==> src/rtl/core/derd_pkg.sv <==
// Shared types, constants and header layout decode for the event record decoder.
`default_nettype none

package derd_pkg;

    // Header bytes that carry fields; the rest of the header is skipped.
    localparam int HDR_USED = 34;

    // Entries in the queue between the front and back parts.
    localparam int QUEUE_DEPTH = 4;
    localparam int QPTR_W      = $clog2(QUEUE_DEPTH);
    localparam int QCNT_W      = $clog2(QUEUE_DEPTH + 1);

    // Header field numbers, in the order in which they complete.
    localparam logic [3:0] FLD_DATA_LENGTH   = 4'd0;
    localparam logic [3:0] FLD_RUN_NUMBER    = 4'd1;
    localparam logic [3:0] FLD_TRIG_TYPE     = 4'd2;
    localparam logic [3:0] FLD_TRIG_NUMBER   = 4'd3;
    localparam logic [3:0] FLD_TRIG_TIME     = 4'd4;
    localparam logic [3:0] FLD_MODULE_ID     = 4'd5;
    localparam logic [3:0] FLD_LOCAL_NUMBER  = 4'd6;
    localparam logic [3:0] FLD_LOCAL_PATTERN = 4'd7;
    localparam logic [3:0] FLD_LOCAL_TIME    = 4'd8;

    typedef enum logic [1:0] {
        KIND_HEADER = 2'd0,
        KIND_FAST   = 2'd1,
        KIND_WAVE   = 2'd2
    } kind_t;

    typedef enum logic [2:0] {
        OP_SKIP       = 3'd0,
        OP_FINE       = 3'd1,
        OP_HEADER     = 3'd2,
        OP_LOW        = 3'd3,
        OP_ENERGY_LO  = 3'd4,
        OP_ENERGY_HI  = 3'd5,
        OP_FAST_EMIT  = 3'd6,
        OP_WAVE_EMIT  = 3'd7
    } op_code_t;

    // One classified byte, as passed from the front part to the back part.
    typedef struct packed {
        op_code_t    op;
        logic [7:0]  data;
        logic        hdr_first;
        logic        hdr_emit;
        logic        hdr_time;
        logic [2:0]  shift;
        logic [9:0]  field_code;
        logic [5:0]  channel;
        logic        last;
    } derd_op_t;

    typedef struct packed {
        logic        used;
        logic        fine;
        logic        first;
        logic        emit;
        logic        is_time;
        logic [2:0]  shift;
        logic [3:0]  field;
    } hdr_info_t;

    // Maps a header byte position to the field it belongs to.
    function automatic hdr_info_t hdr_decode(input logic [5:0] p);
        hdr_info_t  h;
        logic [5:0] first_pos;
        logic [5:0] last_pos;
        logic [5:0] rel;
        h         = '0;
        first_pos = '0;
        last_pos  = '0;
        case (p) inside
            [6'd0:6'd3]:
            begin
                h.used = 1'b1; h.field = FLD_DATA_LENGTH;
                first_pos = 6'd0; last_pos = 6'd3;
            end
            [6'd4:6'd5]:
            begin
                h.used = 1'b1; h.field = FLD_RUN_NUMBER;
                first_pos = 6'd4; last_pos = 6'd5;
            end
            6'd6:
            begin
                h.used = 1'b1; h.field = FLD_TRIG_TYPE;
                first_pos = 6'd6; last_pos = 6'd6;
            end
            [6'd7:6'd10]:
            begin
                h.used = 1'b1; h.field = FLD_TRIG_NUMBER;
                first_pos = 6'd7; last_pos = 6'd10;
            end
            [6'd12:6'd17]:
            begin
                h.used = 1'b1; h.field = FLD_TRIG_TIME; h.is_time = 1'b1;
                first_pos = 6'd12; last_pos = 6'd17;
            end
            6'd18:
            begin
                h.used = 1'b1; h.field = FLD_MODULE_ID;
                first_pos = 6'd18; last_pos = 6'd18;
            end
            [6'd19:6'd22]:
            begin
                h.used = 1'b1; h.field = FLD_LOCAL_NUMBER;
                first_pos = 6'd19; last_pos = 6'd22;
            end
            [6'd23:6'd26]:
            begin
                h.used = 1'b1; h.field = FLD_LOCAL_PATTERN;
                first_pos = 6'd23; last_pos = 6'd26;
            end
            [6'd28:6'd33]:
            begin
                h.used = 1'b1; h.field = FLD_LOCAL_TIME; h.is_time = 1'b1;
                first_pos = 6'd28; last_pos = 6'd33;
            end
            6'd11, 6'd27:
            begin
                h.fine = 1'b1;
            end
            default:
            begin
                h.used = 1'b0;
            end
        endcase
        rel     = p - first_pos;
        h.shift = rel[2:0];
        h.first = h.used && (p == first_pos);
        h.emit  = h.used && (p == last_pos);
        return h;
    endfunction

endpackage

`default_nettype wire

==> src/rtl/core/daq_event_record_decoder.sv <==
// Top level of the detector readout record decoder.
//
// Raw record bytes enter on the byte channel (byte_valid, byte_stall,
// data_byte); a byte is transferred at a rising edge with byte_valid high and
// byte_stall low. Decoded results leave on the result channel under the same
// rules, with result_stall driven by the receiver. A result passes from the
// queue through the execute stage into the output register, where it
// becomes valid and waits for its own transfer.
// The block takes one byte per cycle while byte_stall is low; a header
// field, fast channel or waveform sample completes on a single byte, so
// results also stream at up to one per cycle while result_stall is low.
// The record_mode register is written through cfg_write and cfg_data; the
// user must write it only while the block is idle, which the block itself
// does not enforce. A write restarts the record at byte 0.
// Reset selects fast mode, returns to the start of a record and empties the
// queue and pipeline. When the receiver stalls, the output register holds its
// result, the execute stage and the four-entry queue fill behind it, and
// byte_stall rises once the queue is full.
`default_nettype none

module daq_event_record_decoder #(
    parameter int CHANNELS     = 32,
    parameter int HEADER_BYTES = 64,
    parameter int WAVE_SAMPLES = 1023
) (
    input  wire                 clk,
    input  wire                 rst_n,
    input  wire                 cfg_write,
    input  wire                 cfg_data,
    input  wire                 byte_valid,
    output logic                byte_stall,
    input  wire  [7:0]          data_byte,
    output logic                result_valid,
    input  wire                 result_stall,
    output logic [1:0]          item_kind,
    output logic [9:0]          field_code,
    output logic [5:0]          channel,
    output logic [57:0]         value,
    output logic [15:0]         timing,
    output logic signed [15:0]  sample,
    output logic                last_of_record
);
    import derd_pkg::*;

    logic      byte_accept;
    logic      queue_full;
    logic      head_valid;
    logic      head_pop;
    derd_op_t  front_op;
    derd_op_t  head_op;

    // The queue is the only source of back-pressure on the byte channel, so
    // byte_stall comes straight from its fill count.
    assign byte_stall  = queue_full;
    assign byte_accept = byte_valid && !byte_stall;

    // Front part: position tracking and byte classification.
    derd_front #(
        .CHANNELS     (CHANNELS),
        .HEADER_BYTES (HEADER_BYTES),
        .WAVE_SAMPLES (WAVE_SAMPLES)
    ) u_front (
        .clk       (clk),
        .rst_n     (rst_n),
        .cfg_write (cfg_write),
        .cfg_data  (cfg_data),
        .accept    (byte_accept),
        .data_byte (data_byte),
        .op        (front_op)
    );

    // Every transferred byte goes into the queue, including skipped ones, so
    // the front never waits on the back beyond the queue depth.
    derd_queue u_queue (
        .clk        (clk),
        .rst_n      (rst_n),
        .push       (byte_accept),
        .push_op    (front_op),
        .full       (queue_full),
        .pop        (head_pop),
        .head_valid (head_valid),
        .head_op    (head_op)
    );

    // Back part: field assembly, time scaling and the output register.
    derd_back u_back (
        .clk            (clk),
        .rst_n          (rst_n),
        .op_valid       (head_valid),
        .op             (head_op),
        .op_pop         (head_pop),
        .result_valid   (result_valid),
        .result_stall   (result_stall),
        .item_kind      (item_kind),
        .field_code     (field_code),
        .channel        (channel),
        .value          (value),
        .timing         (timing),
        .sample         (sample),
        .last_of_record (last_of_record)
    );

endmodule

`default_nettype wire

==> src/rtl/core/derd_queue.sv <==
// Short queue of classified bytes between the front and back parts.
`default_nettype none

module derd_queue (
    input  wire                 clk,
    input  wire                 rst_n,
    input  wire                 push,
    input  derd_pkg::derd_op_t  push_op,
    output logic                full,
    input  wire                 pop,
    output logic                head_valid,
    output derd_pkg::derd_op_t  head_op
);
    import derd_pkg::*;

    derd_op_t            mem_reg [QUEUE_DEPTH];
    logic [QPTR_W-1:0]   wr_ptr_reg, wr_ptr_next;
    logic [QPTR_W-1:0]   rd_ptr_reg, rd_ptr_next;
    logic [QCNT_W-1:0]   count_reg, count_next;

    always_comb
    begin
        wr_ptr_next = push ? wr_ptr_reg + 1'b1 : wr_ptr_reg;
        rd_ptr_next = pop ? rd_ptr_reg + 1'b1 : rd_ptr_reg;
        case ({push, pop})
            2'b10:   count_next = count_reg + 1'b1;
            2'b01:   count_next = count_reg - 1'b1;
            default: count_next = count_reg;
        endcase
    end

    assign full       = (count_reg == QCNT_W'(QUEUE_DEPTH));
    assign head_valid = (count_reg != '0);
    assign head_op    = mem_reg[rd_ptr_reg];

    always_ff @(posedge clk or negedge rst_n)
    begin
        if (!rst_n)
        begin
            wr_ptr_reg <= '0;
            rd_ptr_reg <= '0;
            count_reg  <= '0;
        end
        else
        begin
            wr_ptr_reg <= wr_ptr_next;
            rd_ptr_reg <= rd_ptr_next;
            count_reg  <= count_next;
        end
    end

    always_ff @(posedge clk)
    begin
        if (push)
        begin
            mem_reg[wr_ptr_reg] <= push_op;
        end
    end

endmodule

`default_nettype wire

==> src/rtl/core/derd_front.sv <==
// Front part: tracks the byte position in the record and classifies each byte.
`default_nettype none

module derd_front #(
    parameter int CHANNELS     = 32,
    parameter int HEADER_BYTES = 64,
    parameter int WAVE_SAMPLES = 1023
) (
    input  wire                 clk,
    input  wire                 rst_n,
    input  wire                 cfg_write,
    input  wire                 cfg_data,
    input  wire                 accept,
    input  wire  [7:0]          data_byte,
    output derd_pkg::derd_op_t  op
);
    import derd_pkg::*;

    localparam int FAST_LEN = HEADER_BYTES + CHANNELS * 6;
    localparam int WAVE_LEN = HEADER_BYTES + WAVE_SAMPLES * CHANNELS * 2;
    localparam int MAX_LEN  = (FAST_LEN > WAVE_LEN) ? FAST_LEN : WAVE_LEN;
    localparam int POS_W    = $clog2(MAX_LEN);
    localparam int CH_W     = $clog2(CHANNELS + 1);
    localparam int IDX_W    = (WAVE_SAMPLES > 1) ? $clog2(WAVE_SAMPLES) : 1;

    logic               mode_reg, mode_next;
    logic [POS_W-1:0]   pos_reg, pos_next;
    logic [2:0]         slot_reg, slot_next;      // byte within a fast channel group
    logic [CH_W-1:0]    chan_reg, chan_next;      // current channel, 1-based
    logic               odd_reg, odd_next;        // high byte of a waveform word
    logic [IDX_W-1:0]   idx_reg, idx_next;

    logic               in_header;
    logic               rec_last;
    hdr_info_t          hdr;

    assign in_header = (pos_reg < POS_W'(HEADER_BYTES));
    assign rec_last  = mode_reg ? (pos_reg == POS_W'(FAST_LEN - 1))
                                : (pos_reg == POS_W'(WAVE_LEN - 1));
    assign hdr       = hdr_decode(pos_reg[5:0]);

    // Classification of the byte at the current position.
    always_comb
    begin
        op         = '0;
        op.op      = OP_SKIP;
        op.data    = data_byte;
        op.last    = rec_last;
        if (in_header)
        begin
            if (pos_reg < POS_W'(HDR_USED))
            begin
                if (hdr.used)
                begin
                    op.op         = OP_HEADER;
                    op.hdr_first  = hdr.first;
                    op.hdr_emit   = hdr.emit;
                    op.hdr_time   = hdr.is_time;
                    op.shift      = hdr.shift;
                    op.field_code = 10'(hdr.field);
                end
                else if (hdr.fine)
                begin
                    op.op = OP_FINE;
                end
            end
        end
        else if (mode_reg)
        begin
            op.channel = 6'(chan_reg);
            case (slot_reg)
                3'd1:    op.op = OP_ENERGY_LO;
                3'd3:    op.op = OP_ENERGY_HI;
                3'd5:    op.op = OP_FAST_EMIT;
                default: op.op = OP_LOW;
            endcase
        end
        else
        begin
            op.channel    = 6'(chan_reg);
            op.field_code = 10'(idx_reg);
            op.op         = odd_reg ? OP_WAVE_EMIT : OP_LOW;
        end
    end

    // Position and payload counters.
    always_comb
    begin
        mode_next = mode_reg;
        pos_next  = pos_reg;
        slot_next = slot_reg;
        chan_next = chan_reg;
        odd_next  = odd_reg;
        idx_next  = idx_reg;
        if (cfg_write)
        begin
            mode_next = cfg_data;
            pos_next  = '0;
            slot_next = '0;
            chan_next = CH_W'(1);
            odd_next  = 1'b0;
            idx_next  = '0;
        end
        else if (accept)
        begin
            if (rec_last)
            begin
                pos_next  = '0;
                slot_next = '0;
                chan_next = CH_W'(1);
                odd_next  = 1'b0;
                idx_next  = '0;
            end
            else
            begin
                pos_next = pos_reg + 1'b1;
                if (!in_header)
                begin
                    if (mode_reg)
                    begin
                        if (slot_reg == 3'd5)
                        begin
                            slot_next = '0;
                            chan_next = chan_reg + 1'b1;
                        end
                        else
                        begin
                            slot_next = slot_reg + 1'b1;
                        end
                    end
                    else
                    begin
                        odd_next = !odd_reg;
                        if (odd_reg)
                        begin
                            if (chan_reg == CH_W'(CHANNELS))
                            begin
                                chan_next = CH_W'(1);
                                idx_next  = idx_reg + 1'b1;
                            end
                            else
                            begin
                                chan_next = chan_reg + 1'b1;
                            end
                        end
                    end
                end
            end
        end
    end

    always_ff @(posedge clk or negedge rst_n)
    begin
        if (!rst_n)
        begin
            mode_reg <= 1'b1;
            pos_reg  <= '0;
            slot_reg <= '0;
            chan_reg <= CH_W'(1);
            odd_reg  <= 1'b0;
            idx_reg  <= '0;
        end
        else
        begin
            mode_reg <= mode_next;
            pos_reg  <= pos_next;
            slot_reg <= slot_next;
            chan_reg <= chan_next;
            odd_reg  <= odd_next;
            idx_reg  <= idx_next;
        end
    end

endmodule

`default_nettype wire

==> src/rtl/core/derd_back.sv <==
// Back part: builds fields from classified bytes and registers the results.
`default_nettype none

module derd_back (
    input  wire                 clk,
    input  wire                 rst_n,
    input  wire                 op_valid,
    input  derd_pkg::derd_op_t  op,
    output logic                op_pop,
    output logic                result_valid,
    input  wire                 result_stall,
    output logic [1:0]          item_kind,
    output logic [9:0]          field_code,
    output logic [5:0]          channel,
    output logic [57:0]         value,
    output logic [15:0]         timing,
    output logic signed [15:0]  sample,
    output logic                last_of_record
);
    import derd_pkg::*;

    typedef struct packed {
        kind_t        kind;
        logic [9:0]   code;
        logic [5:0]   chan;
        logic [47:0]  raw;
        logic [7:0]   fine;
        logic         is_time;
        logic [15:0]  timing;
        logic [15:0]  smp;
        logic         last;
    } exec_t;

    typedef struct packed {
        kind_t        kind;
        logic [9:0]   code;
        logic [5:0]   chan;
        logic [57:0]  value;
        logic [15:0]  timing;
        logic [15:0]  smp;
        logic         last;
    } result_t;

    logic [47:0]  acc_reg, acc_next;
    logic [7:0]   fine_reg, fine_next;
    logic [7:0]   low_reg, low_next;
    logic [31:0]  energy_reg, energy_next;
    logic         exec_valid_reg, exec_valid_next;
    exec_t        exec_reg, exec_next;
    logic         out_valid_reg, out_valid_next;
    result_t      out_reg, out_next;

    logic         out_ready;
    logic         exec_ready;
    logic [15:0]  word;
    logic [47:0]  acc_new;
    logic [57:0]  coarse;
    logic [57:0]  coarse_ns;
    logic [57:0]  fine_ns;

    assign out_ready  = !out_valid_reg || !result_stall;
    assign exec_ready = !exec_valid_reg || out_ready;
    assign op_pop     = op_valid && exec_ready;
    assign word       = {op.data, low_reg};
    assign acc_new    = (op.hdr_first ? 48'd0 : acc_reg) | (48'(op.data) << {op.shift, 3'b000});

    // Execute stage: update the holds and form the raw result.
    always_comb
    begin
        acc_next        = acc_reg;
        fine_next       = fine_reg;
        low_next        = low_reg;
        energy_next     = energy_reg;
        exec_next       = exec_reg;
        exec_valid_next = out_ready ? 1'b0 : exec_valid_reg;
        if (op_pop)
        begin
            exec_next       = '0;
            exec_next.code  = op.field_code;
            exec_next.chan  = op.channel;
            exec_next.last  = op.last;
            exec_valid_next = 1'b0;
            case (op.op)
                OP_FINE:
                begin
                    fine_next = op.data;
                end
                OP_HEADER:
                begin
                    acc_next          = acc_new;
                    exec_next.kind    = KIND_HEADER;
                    exec_next.raw     = acc_new;
                    exec_next.fine    = fine_reg;
                    exec_next.is_time = op.hdr_time;
                    exec_valid_next   = op.hdr_emit;
                end
                OP_LOW:
                begin
                    low_next = op.data;
                end
                OP_ENERGY_LO:
                begin
                    energy_next = {16'd0, word};
                end
                OP_ENERGY_HI:
                begin
                    energy_next = {word, energy_reg[15:0]};
                end
                OP_FAST_EMIT:
                begin
                    exec_next.kind   = KIND_FAST;
                    exec_next.raw    = 48'(energy_reg);
                    exec_next.timing = word;
                    exec_valid_next  = 1'b1;
                end
                OP_WAVE_EMIT:
                begin
                    exec_next.kind  = KIND_WAVE;
                    exec_next.smp   = word;
                    exec_valid_next = 1'b1;
                end
                default:
                begin
                    exec_valid_next = 1'b0;
                end
            endcase
        end
    end

    // Time in ns: coarse * 1000 as 1024 - 32 + 8, fine * 11 as 8 + 2 + 1.
    assign coarse    = 58'(exec_reg.raw);
    assign coarse_ns = (coarse << 10) - (coarse << 5) + (coarse << 3);
    assign fine_ns   = 58'({exec_reg.fine, 3'b000}) + 58'({exec_reg.fine, 1'b0})
                     + 58'(exec_reg.fine);

    // Output stage.
    always_comb
    begin
        out_next       = out_reg;
        out_valid_next = out_valid_reg;
        if (out_ready)
        begin
            out_valid_next = exec_valid_reg;
            out_next.kind   = exec_reg.kind;
            out_next.code   = exec_reg.code;
            out_next.chan   = exec_reg.chan;
            out_next.value  = exec_reg.is_time ? coarse_ns + fine_ns : coarse;
            out_next.timing = exec_reg.timing;
            out_next.smp    = exec_reg.smp;
            out_next.last   = exec_reg.last;
        end
    end

    always_ff @(posedge clk or negedge rst_n)
    begin
        if (!rst_n)
        begin
            exec_valid_reg <= 1'b0;
            out_valid_reg  <= 1'b0;
        end
        else
        begin
            exec_valid_reg <= exec_valid_next;
            out_valid_reg  <= out_valid_next;
        end
    end

    always_ff @(posedge clk)
    begin
        acc_reg    <= acc_next;
        fine_reg   <= fine_next;
        low_reg    <= low_next;
        energy_reg <= energy_next;
        exec_reg   <= exec_next;
        out_reg    <= out_next;
    end

    assign result_valid   = out_valid_reg;
    assign item_kind      = out_reg.kind;
    assign field_code     = out_reg.code;
    assign channel        = out_reg.chan;
    assign value          = out_reg.value;
    assign timing         = out_reg.timing;
    assign sample         = out_reg.smp;
    assign last_of_record = out_reg.last;

endmodule

`default_nettype wire

==> config.mk <==
export PLATFORM = sky130hd
export DESIGN_NAME = daq_event_record_decoder
export DESIGN_NICKNAME = d
export VERILOG_FILES = /design/src/rtl/core/derd_pkg.sv /design/src/rtl/core/daq_event_record_decoder.sv /design/src/rtl/core/derd_queue.sv /design/src/rtl/core/derd_front.sv /design/src/rtl/core/derd_back.sv
export SDC_FILE = /design/constraint.sdc
export NUM_CORES = 1
export LEC_CHECK = 0
export BUFFER_PORTS_ARGS = -buffer_cell sky130_fd_sc_hd__buf_2
export CAP_MARGIN = 20
export CORE_ASPECT_RATIO = 0.7
export CORE_MARGIN = 3
export CORE_UTILIZATION = 25
export CTS_CLUSTER_DIAMETER = 200
export DETAILED_ROUTE_END_ITERATION = 10
export SETUP_SLACK_MARGIN = 0.02
export SLEW_MARGIN = 10
export SYNTH_ARGS = -nofsm -noshare
export SYNTH_HDL_FRONTEND = slang
export SYNTH_SLANG_ARGS = --single-unit
==> constraint.sdc <==
create_clock -name clk -period 16.05 [get_ports clk]
set_input_delay 3.21 -clock clk [delete_from_list [all_inputs] [get_ports clk]]
set_output_delay 3.21 -clock clk [all_outputs]
set_load 0.1 [all_outputs]
Word level (Yosys, flattened, before mapping) --
Memories as Yosys holds them, arrays and structs flattened. Cells that the tools add are included.
Operators by class: magnitude comparators 16, multipliers 0, mux-type cells 108, equality and inequality tests 25, shift-type cells 1, $add $sub $neg 14, div/mod/pow operators 0, bitwise gates (word level) 2, reductions and logical operators 38
Operator list (count):
- $mux W6 | 27
- $mux W48 | 2
- $pmux W48 S2 | 1
- $mux W10 | 9
- $mux W16 | 5
- $pmux W32 S2 | 1
- $add A58 B51 Y58 | 1
- $add A58 B58 Y58 | 1
- $add A58 B8 Y58 | 1
- $sub A58 B53 Y58 | 1
- $or A48 B48 Y48 | 1
- $shl A8 B6 Y48 | 1
- $mux W1 | 38
- $mux W4 | 9
- $mux W3 | 11
- $eq A3 B3 Y1 const B | 6
- $ge A6 B5 Y1 const B | 3
- $le A6 B5 Y1 const B | 3
- $add A16 B1 Y16 const B | 1
- $eq A16 B16 Y1 const B | 1
- $eq A16 B8 Y1 const B | 1
- $lt A16 B6 Y1 const B | 1
- $lt A16 B7 Y1 const B | 1
- $add A11 B9 Y12 | 1
- other kinds (41) | 77
Storage, ports and cells: bits in writable memories 136, register bits 359, latch bits 0, input bits 14, memories kept 1, bits in read-only memories 0, output and inout bits 111
Memories:
- u_queue.mem_reg | depth 4, bits a word 34, rd ports 1, clocked after memory_dff 0, wr ports 1, line derd_queue.sv:16 | derd_op_t mem_reg [QUEUE_DEPTH];

Logic depth before layout (Yosys ltp) --
Gate-level depths: netlist (run 1).
word-level depth 16, depth in mapped cells 24, depth with buffers taken out 23

Modules after synthesis --
A second synthesis (run 1) with hierarchy kept.
Second synthesis, totals: cells, all modules 2134, area total of the unflattened synthesis 26544.2 um^2
Modules (own cells, without submodules):
- derd_back | area each 18096.1 um^2, instances 1, cells an instance 1534, seq. area each 9449.1 um^2
- derd_queue | area each 5351.4 um^2, instances 1, cells an instance 211, seq. area each 4259.1 um^2
- derd_front | area each 3083.0 um^2, instances 1, cells an instance 388, seq. area each 928.4 um^2
- daq_event_record_decoder | area each 13.8 um^2, instances 1, cells an instance 1, seq. area each 0.0 um^2

Worst setup path after synthesis (run 1) --
No wires, ideal clock.
kind input -> register, start input port result_stall, end register u_back.acc_reg[0] (enable), slack 7.471 ns, data arrival time 8.006 ns, buffers on the path 0, stages 3, path through nand3_1 > nand2b_1 > nor4_1
Between the ends: cells in the longest elaborated chain, start to end 5
RTL lines:
- start: declaration | line daq_event_record_decoder.sv:34 | input wire result_stall,
- $logic_not A1 Y1 | line derd_back.sv:61 | assign out_ready = !out_valid_reg || !result_stall;
- $logic_or A1 B1 Y1 | line derd_back.sv:61
- $logic_or A1 B1 Y1 | line derd_back.sv:62 | assign exec_ready = !exec_valid_reg || out_ready;
- $logic_and A1 B1 Y1 | line derd_back.sv:63 | assign op_pop = op_valid && exec_ready;
- $reduce_and A2 Y1 (no line)
- end signal: assignment | line derd_back.sv:170 | acc_reg <= acc_next;
- end: declaration | line derd_back.sv:44 | logic [47:0] acc_reg, acc_next;
Every way passes these cells. A chain may end at the register's enable or synchronous reset.

Final worst setup path (run 1) --
start register u_back.exec_reg[37] (netlist name), end register u_back.out_reg (netlist bit u_back.value[44]) (data pin)
Between the ends: cells in the longest elaborated chain, start to end 4
RTL lines:
- start: declaration | line derd_back.sv:49 | exec_t exec_reg, exec_next;
- start signal: assignment | line derd_back.sv:174 | exec_reg <= exec_next;
- $add A11 B9 Y12 | line derd_back.sv:133 | assign fine_ns = 58'({exec_reg.fine, 3'b000}) + 58'({exec_reg.fine, 1'b0})
- $add A58 B8 Y58 * | line derd_back.sv:134 | + 58'(exec_reg.fine);
- $add A58 B58 Y58 * | line derd_back.sv:147 | out_next.value = exec_reg.is_time ? coarse_ns + fine_ns : coarse;
- $mux W48 * | line derd_back.sv:147
- end signal: assignment | line derd_back.sv:175 | out_reg <= out_next;
- end: declaration | line derd_back.sv:51 | result_t out_reg, out_next;
Mark *: on every way between the ends. The rest lies on a longest branch, timed or not.

==> results of run 1 <==
## per-stage QoR
stage	utilization, %	worst slack, ps	cell area, sq um	hold slack, ps
after detailed placement	27.6	10140	27300	405
after global routing	29.5	9530	29200	425
after global placement	27.6	10160	27300	404
final	29.5	9990	29200	417
after floorplan	-	7470	25200	400
after CTS	29.4	10100	29100	419
## final cells by class
type,instances,area (sq um),share of cell area [%]
Tap cell,1323,1660,5.68
Multi-Input combinational cell,1166,9530,32.7
Clock buffer,66,1420,4.86
Timing Repair Buffer,141,749,2.57
Clock inverter,37,449,1.54
Antenna cell,5,12.5,0.0429
Sequential cell,495,14600,50.2
Inverter,190,716,2.45
## routing by layer
layer  GRT usage, %  share of wire (%)  routed length, microns  up-vias
met2           16.0                 42                   24700      347
met1           17.3                 50                   29800     7601
met3           2.43                6.1                    3580       78
li1               -                  -                       -     7287
met4           2.54                1.8                    1080        8
met5              0              0.093                      55        -
## how the worst min path moves through the flow
stage | start | endpoint | slack [ps] | cells after the start
after floorplan | u_back.exec_reg[90] | u_back.channel[0] | 400 | 0
after detailed placement | u_back.exec_reg[107] | u_back.item_kind[1] | 400 | 0
after global placement | u_back.exec_reg[102] | u_back.field_code[6] | 400 | 0
after CTS | u_back.exec_reg[107] | u_back.item_kind[1] | 420 | 0
after global routing | u_back.exec_reg[94] | u_back.channel[4] | 420 | 0
final | u_back.exec_reg[107] | u_back.item_kind[1] | 420 | 0
## kinds of logic after synthesis
| group | count (synthesis) | share of synthesized area, % |
|---|---|---|
| buf+inv | 271 | 4.27 |
| simple gates | 462 | 9.60 |
| flops | 495 | 58.1 |
| mux | 56 | 3.88 |
| compound gates | 388 | 10.6 |
| xor+xnor | 73 | 2.54 |
| fa+ha+maj | 187 | 11.0 |
## layout by cell type, fill, tap and decap left out, types with 15 or more instances in the layout
master | netlist | layout
fa_1 | 57 | 57
edfxtp_1 | 449 | 449
xnor2_1 | 46 | 46
nand2b_1 | 19 | 19
nor3_1 | 20 | 18
and3_1 | 20 | 20
o21ai_0 | 89 | 88
mux2i_1 | 20 | 20
mux4_2 | 33 | 33
dfrtp_1 | 44 | 43
buf_4 | 6 | 15
and2_1 | 90 | 86
a22o_1 | 80 | 80
clkbuf_16 | 0 | 55
nand2_1 | 122 | 121
nand4_1 | 20 | 20
a31oi_1 | 15 | 15
xor2_1 | 27 | 27
ha_1 | 130 | 130
inv_1 | 190 | 189
nor2_1 | 69 | 66
nor2b_1 | 25 | 25
buf_2 | 3 | 125
a21oi_1 | 80 | 80
nand3_1 | 30 | 30
a21o_1 | 35 | 35
==> impl_metrics.ini, run 1 <==
[run_status]
outcome = finished, final reports clean

[logic_synthesis]
synth_fp_nets = 2133
synth_edf_count = 449
netlist.area_leader.share_pct = 53.5
yosysMostFrequentCell = edfxtp_1
ys_seq_area_share_pct = 58.1
ys.flop_type = edfxtp_1
netlist_top_cells_area = edfxtp_1, ha_1, fa_1
synthCells = 1932
async_flop_share_pct = 9.29
avgSynthCellArea_sq_um = 13.0
synth_area_leader_cell = edfxtp_1
ys_seq_elements = 495
synthTopCellsByCount = edfxtp_1, inv_1, ha_1
syn-cell-area_sq_um = 25200
synth_cell_types = 81
ys_warn_count = 0

[placed_design]
dp_cells = 3314
numPortBuffers = 124
gp_congestion = 0.838
dp_hpwl_microns = 41000

[cts]
cts-resized-gates = 0
ctsRootBufferMaster = clkbuf_16
clk_pin_slew_ps = 60
cts_buffer_depth = 3
cts_setup_buffers = 0
clkLatencyLatePin_ps = 620
clock_sinks = 495
cts_made_buffers = 55
cts_htree_levels = 2
tritoncts = built
cts_hold_buf = 0

[timing]
slew_violations = 0
finalCriticalPeriod_ps = 6060
setup_viol = 0
relSlewSlack_pct = 30.9
min_period_over_period_pct = 37.7
hold_violations = 0
worst_pin_slew_ps = 1040
fmax_mhz = 165
tns_ps = 0
rsz0062_at_grt = no
finClkSkew_ps = 35.5

[worst_setup_path]
critPathMaxStageDelay_ps = 630
critical_path.startpoint_type = flop
path_cells = ha_1, a21o_1, a21oi_1, o21bai_1, a21oi_1, nor2b_1, o21ai_0, xnor2_1, fa_1, inv_1, fa_1, ha_1, and3_2, and3_1, a221oi_1, a211oi_1, nor2_1, o211ai_1, a31oi_1, o21ai_0, xnor2_1, mux2i_1
critPathArrivalTime_ps = 6380
crit_path_start = u_back.exec_reg[37]
cp.required_ps = 16380
cpLargestDelayFamily = compound AO/OA/AOI/OAI gates
endpoint = u_back.value[44]
r2r-start = u_back.exec_reg[37]
crit_slowest_cell = a221oi_1
path_depth = 22
rr_worst_depth = 22
r2r_end = u_back.value[44]
end_kind = flop
worst-r2r-setup-slack_ps = 9990
cp_num_buf_inv = 1
path_max_fanout = 6
crit_type = flop to flop

[global_routing]
grt_pass1_wl_microns = 92500
gr-total-overflow = 0
first_global_vias = 15100
antenna_found_initial = 13
grt_max_degree = 71
grtUsageTotal_pct = 11.3

[floorplanning]
die_h_microns = 272
core.rowCount = 96
fp.dieW_microns = 385
initial_core_util_pct = 25.5
die_area_sq_um = 105000
core_area_sq_um = 99000
ios = 125

[flow_run]
drv_cap = 0

[detailed_routing]
ant_nets = 0
first_pass_iters = 5
routedWlPerCell_microns = 17.3
viasPerCell = 4.48
drc = 0
wl_microns = 59200
drt_iter0_drc = 1043
via_count = 15300

[finish]
fin_cells = 3423
drive_above_1_share_pct = 15.2
final_nets = 2250
nFillCells = 10100
syn_to_final_growth_pct = 15.8
largest_reg_flops = 136

[min_path]
hold_path.class = flop to flop
Power of run 1 is not shown: default switching activity piles up to over one toggle a cycle in this logic, so the estimate is an artifact.
==> run 2: changes to the inputs <==
clock period = 6.3 ns   (was 16.05 ns; I/O delays follow)
==> impl_metrics.ini, run 2 (synthesis gave the netlist of run 1 again) <==
[run_status]
outcome = finished, final reports clean

[worst_setup_path]
end_kind = flop
critPathArrivalTime_ps = 6260
r2r-start = u_back.exec_reg[37]
rr_worst_depth = 22
r2r_end = u_back.value[45]
path_max_fanout = 6
crit_type = flop to flop
critical_path.startpoint_type = flop
worst-r2r-setup-slack_ps = 400
cp.required_ps = 6660

[floorplanning]
die_area_sq_um = 105000
initial_core_util_pct = 25.5
die_h_microns = 272
core_area_sq_um = 99000
ios = 125
fp.dieW_microns = 385
core.rowCount = 96

[detailed_routing]
topRoutingLayerUsed = met5
drt_iter0_drc = 1218
wl_met2_microns = 24400
via_count = 15400
ant_nets = 0
wl_met3_microns = 3640
drc = 0
routedWlPerCell_microns = 17.2
first_pass_iters = 5
met1_length_microns = 29900
wl_microns = 59100
viasPerCell = 4.49

[timing]
min_period_over_period_pct = 93.7
fmax_mhz = 169
slew_violations = 0
setup_viol = 0
tns_ps = 0
finClkSkew_ps = 27.6
relSlewSlack_pct = 31.3
rsz0062_at_grt = no
worst_pin_slew_ps = 1030
hold_violations = 0
finalCriticalPeriod_ps = 5900

[finish]
mostFrequentLayoutCells = edfxtp_1, inv_1, ha_1
drive_above_1_share_pct = 15.2
largest_reg_flops = 136
final_common_cell = edfxtp_1
final_nets = 2254
syn_to_final_growth_pct = 15.5
fin_util_pct = 29.4

[cts]
clock_sinks = 495
cts_made_buffers = 54
clk_pin_slew_ps = 60
clkLatencyLatePin_ps = 630
ctsRootBufferMaster = clkbuf_16
cts_hold_buf = 0
cts_htree_levels = 2
cts_buffer_depth = 3
tritoncts = built

[min_path]
holdCritStartpoint = u_back.exec_reg[106]
hold_path.class = flop to flop
hold_end = u_back.item_kind[0]
hold_depth = 0

[global_routing]
grtUsageTotal_pct = 11.3
grt_max_degree = 100
grt_pass1_wl_microns = 92400
first_global_vias = 15100
antenna_found_initial = 12
gr-total-overflow = 0

[placed_design]
numPortBuffers = 124
dp_hpwl_microns = 41300
gp_congestion = 0.820

[flow_run]
drv_cap = 0
[run 2: cell types whose count changed in the layout (fill, tap and decap cells not counted), moves of 2 or more]
cell and change:
clkbuf_1 -7, buf_4 +6, clkinv_1 +6, bufinv_16 -5
inv_6 +4, and2_1 +3, and2_2 -3, nor2_1 +2
nor2_2 -2
[run 2: per-stage QoR]
step	instances	setup slack [ps]	instance area [sq um]	hold WS [ps]
floorplan	1932	1010	25200	400
global placement	3319	428	27300	402
detailed placement	3319	347	27300	405
CTS	3419	314	29100	410
global route	3420	66.7	29100	422
finish	3426	396	29100	416
[run 2: critical path, stage by stage (launching register included)]
cell and delay [ps]:
edfxtp_1 480, ha_1 320, a21o_1 160, a21oi_1 220, o21bai_1 90, a21oi_1 230
nor2b_1 70, o21ai_0 220, xnor2_1 170, fa_1 430, inv_1 90, fa_1 420
ha_1 400, a21oi_1 160, o21ai_0 300, a211oi_2 90, or4b_4 610, a21oi_2 250
o21bai_2 170, nand2_4 120, a21oi_2 70, o2111a_1 230, or3_1 350
[run 2: cell type report]
| class | instances | area (sq um) |
|---|---|---|
| clock inverter | 41 | 365 |
| antenna | 6 | 15.0 |
| inverter | 190 | 716 |
| tap | 1323 | 1660 |
| sequential | 495 | 14600 |
| clock buffer | 59 | 1380 |
| fill | 10000 | 69900 |
| timing repair buffer | 146 | 798 |
| multi-input combinational | 1166 | 9540 |
[run 2: how the worst max path moves through the flow]
stage	start	endpoint	slack, ps	depth (start not counted)
6_report	u_back.exec_reg[37]	u_back.value[45]	400	22
2_1_floorplan	u_back.exec_reg[37]	u_back.value[45]	1010	22
4_1_cts	u_back.exec_reg[37]	u_back.value[51]	310	22
3_3_place_gp	u_back.exec_reg[37]	u_back.value[51]	430	22
3_5_place_dp	u_back.exec_reg[37]	u_back.value[55]	350	22
5_1_grt	u_back.exec_reg[37]	u_back.value[51]	70	22
[run 2: timing repair]
action                     4_1_cts  5_1_grt
gates resized for setup          0        1
setup endpoints to repair        0        2
buffers inserted                 0        0
[run 2: routing by layer]
layer	track usage, %	vias to the layer above
li1	-	7310
met1	17.1	7629
met2	15.9	340
met3	2.76	81
met4	2.59	8
met5	0	-
Power of run 2 is left out for the same reason.
==> run 3: changes to the inputs <==
ABC_AREA = 1   (was not set)
CORE_ASPECT_RATIO = not set   (was 0.7)
==> impl_metrics.ini, run 3 <==
[floorplanning]
core_area_sq_um = 111000
die_h_microns = 342
fp.dieW_microns = 342
initial_core_util_pct = 25.3
die_area_sq_um = 117000
ios = 125
core.rowCount = 122

[worst_setup_path]
critical_path.startpoint_type = flop
crit_slowest_cell = fa_1
path_max_fanout = 4
cp_num_buf_inv = 2
critPathMaxStageDelay_ps = 520
rr_worst_depth = 20
path_cells = ha_1, inv_1, fa_1, o21ai_0, a21oi_1, o21ai_0, nand3_1, fa_1, fa_1, inv_1, ha_1, nand2_1, nor2_1, nand2_1, nor3_1, nand3_1, nand3_1, nand2_1, nand3_1, nand2_1
r2r-start = u_back.exec_reg[36]
end_kind = flop
critPathArrivalTime_ps = 5290
r2r_end = u_back.value[36]
cpLargestDelayFamily = adder cells
cp.required_ps = 6670
worst-r2r-setup-slack_ps = 1380
crit_type = flop to flop

[detailed_routing]
routedWlPerCell_microns = 16.6
drc = 0
via_count = 21100
first_pass_iters = 6
viasPerCell = 4.37
ant_nets = 0
drt_iter0_drc = 1678
wl_microns = 80400

[min_path]
hold_path.class = flop to flop
holdCritStartpoint = u_back.exec_reg[20]
hold_end = u_back.timing[3]
hold_depth = 0

[cts]
cts_setup_buffers = 0
cts_hold_buf = 0
cts-resized-gates = 0
clkLatencyLatePin_ps = 620
clock_sinks = 495
tritoncts = built
cts_buffer_depth = 3
cts_htree_levels = 2
clk_pin_slew_ps = 60
cts_made_buffers = 56
ctsRootBufferMaster = clkbuf_16

[timing]
setup_viol = 0
min_period_over_period_pct = 78.1
finalCriticalPeriod_ps = 4920
relSlewSlack_pct = 31.7
fin_ws_ps = 1380
finClkSkew_ps = 19.9
tns_ps = 0
slew_violations = 0
rsz0062_at_grt = no
worst_pin_slew_ps = 1020
hold_violations = 0
fmax_mhz = 203

[logic_synthesis]
synthCells = 3170
synth_edf_count = 449
netlist.area_leader.share_pct = 47.9
ys_seq_elements = 495
netlist_top_cells_area = edfxtp_1, nand2_1, inv_1
synth_area_leader_cell = edfxtp_1
synth_cell_types = 48
ys_seq_area_share_pct = 52.0
syn-cell-area_sq_um = 28200
ys.flop_type = edfxtp_1
yosysMostFrequentCell = nand2_1
async_flop_share_pct = 9.29
ys_warn_count = 0
avgSynthCellArea_sq_um = 8.88
synth_fp_nets = 3371
synthTopCellsByCount = nand2_1, inv_1, edfxtp_1

[finish]
post-route-cell-area_sq_um = 32200
largest_reg_flops = 136
drive_above_1_share_pct = 8.84
syn_to_final_growth_pct = 14.5
fin_util_pct = 29.0
final_common_cell = nand2_1
final_nets = 3504
mostFrequentLayoutCells = nand2_1, inv_1, edfxtp_1

[placed_design]
dp_hpwl_microns = 60100
placed_cell_area_sq_um = 30500
gp_congestion = 0.932
dp_slack_ps = 1400
numPortBuffers = 124

[run_status]
outcome = finished, final reports clean

[global_routing]
first_global_vias = 20200
grt_pass1_wl_microns = 121000
antenna_found_initial = 3
grtUsageTotal_pct = 13.6
gr-total-overflow = 0
grt_max_degree = 111

[flow_run]
drv_cap = 0
## run 3: changes by cell type in the layout (fill, tap and decap cells not counted), sizes merged, moves of 80 or more
cell   before  now
inv       196  573
nor2       69  304
and2       92    4
nand2     125  975
a22o       80    0
nand3      30  189
## run 3: cells by family after synthesis
group | share of synthesized area, %
AOI/OAI and AO/OA | 5.52
xor gates and xnor gates | 1.12
adders and majority gates | 9.83
and+or+nand+nor | 22.6
DFF | 52.0
buffers and inverters | 8.97
## run 3: area by class of cell
class,instances,area (sq um)
Fill cell,11700,79000
Clock buffer,72,1470
Tap cell,1488,1860
Multi-Input combinational cell,2038,11000
Clock inverter,32,304
Inverter,568,2140
Sequential cell,495,14600
Timing Repair Buffer,144,783
Antenna cell,1,2.50
## run 3: worst reg2reg max path: stages (launching register included)
cell	delay [ps]
edfxtp_1	390
ha_1	190
inv_1	60
fa_1	400
o21ai_0	280
a21oi_1	100
o21ai_0	290
nand3_1	170
fa_1	490
fa_1	520
inv_1	40
ha_1	400
nand2_1	120
nor2_1	280
nand2_1	100
nor3_1	250
nand3_1	180
nand3_1	120
nand2_1	50
nand3_1	150
nand2_1	80
## run 3: worst max-delay path by stage
| stage | from | endpoint | slack (ps) | cells past startpoint |
|---|---|---|---|---|
| floorplan | result_stall | u_queue.count_reg[2] | 1290 | 9 |
| global placement | u_back.exec_reg[36] | u_back.value[32] | 1500 | 22 |
| detailed placement | u_back.exec_reg[36] | u_back.value[32] | 1400 | 22 |
| CTS | u_back.exec_reg[36] | u_back.value[32] | 1390 | 22 |
| global route | u_back.exec_reg[36] | u_back.value[42] | 950 | 22 |
| finish | u_back.exec_reg[36] | u_back.value[36] | 1380 | 20 |
## run 3: per-stage QoR
step	hold WS (ps)	cells
finish	419	4838
global route	424	4837
CTS	419	4837
detailed placement	405	4733
global placement	401	4733
floorplan	400	3170
## run 3: layer usage
| layer | GRT usage (%) | share of wire [%] | up-vias |
|---|---|---|---|
| met4 | 4.15 | 2.7 | 0 |
| met1 | 18.8 | 46 | 10000 |
| met5 | 0 | 0 | - |
| met2 | 21.9 | 46 | 573 |
| li1 | - | - | 10500 |
| met3 | 2.12 | 5.6 | 108 |
Power of run 3 is left out for the same reason.
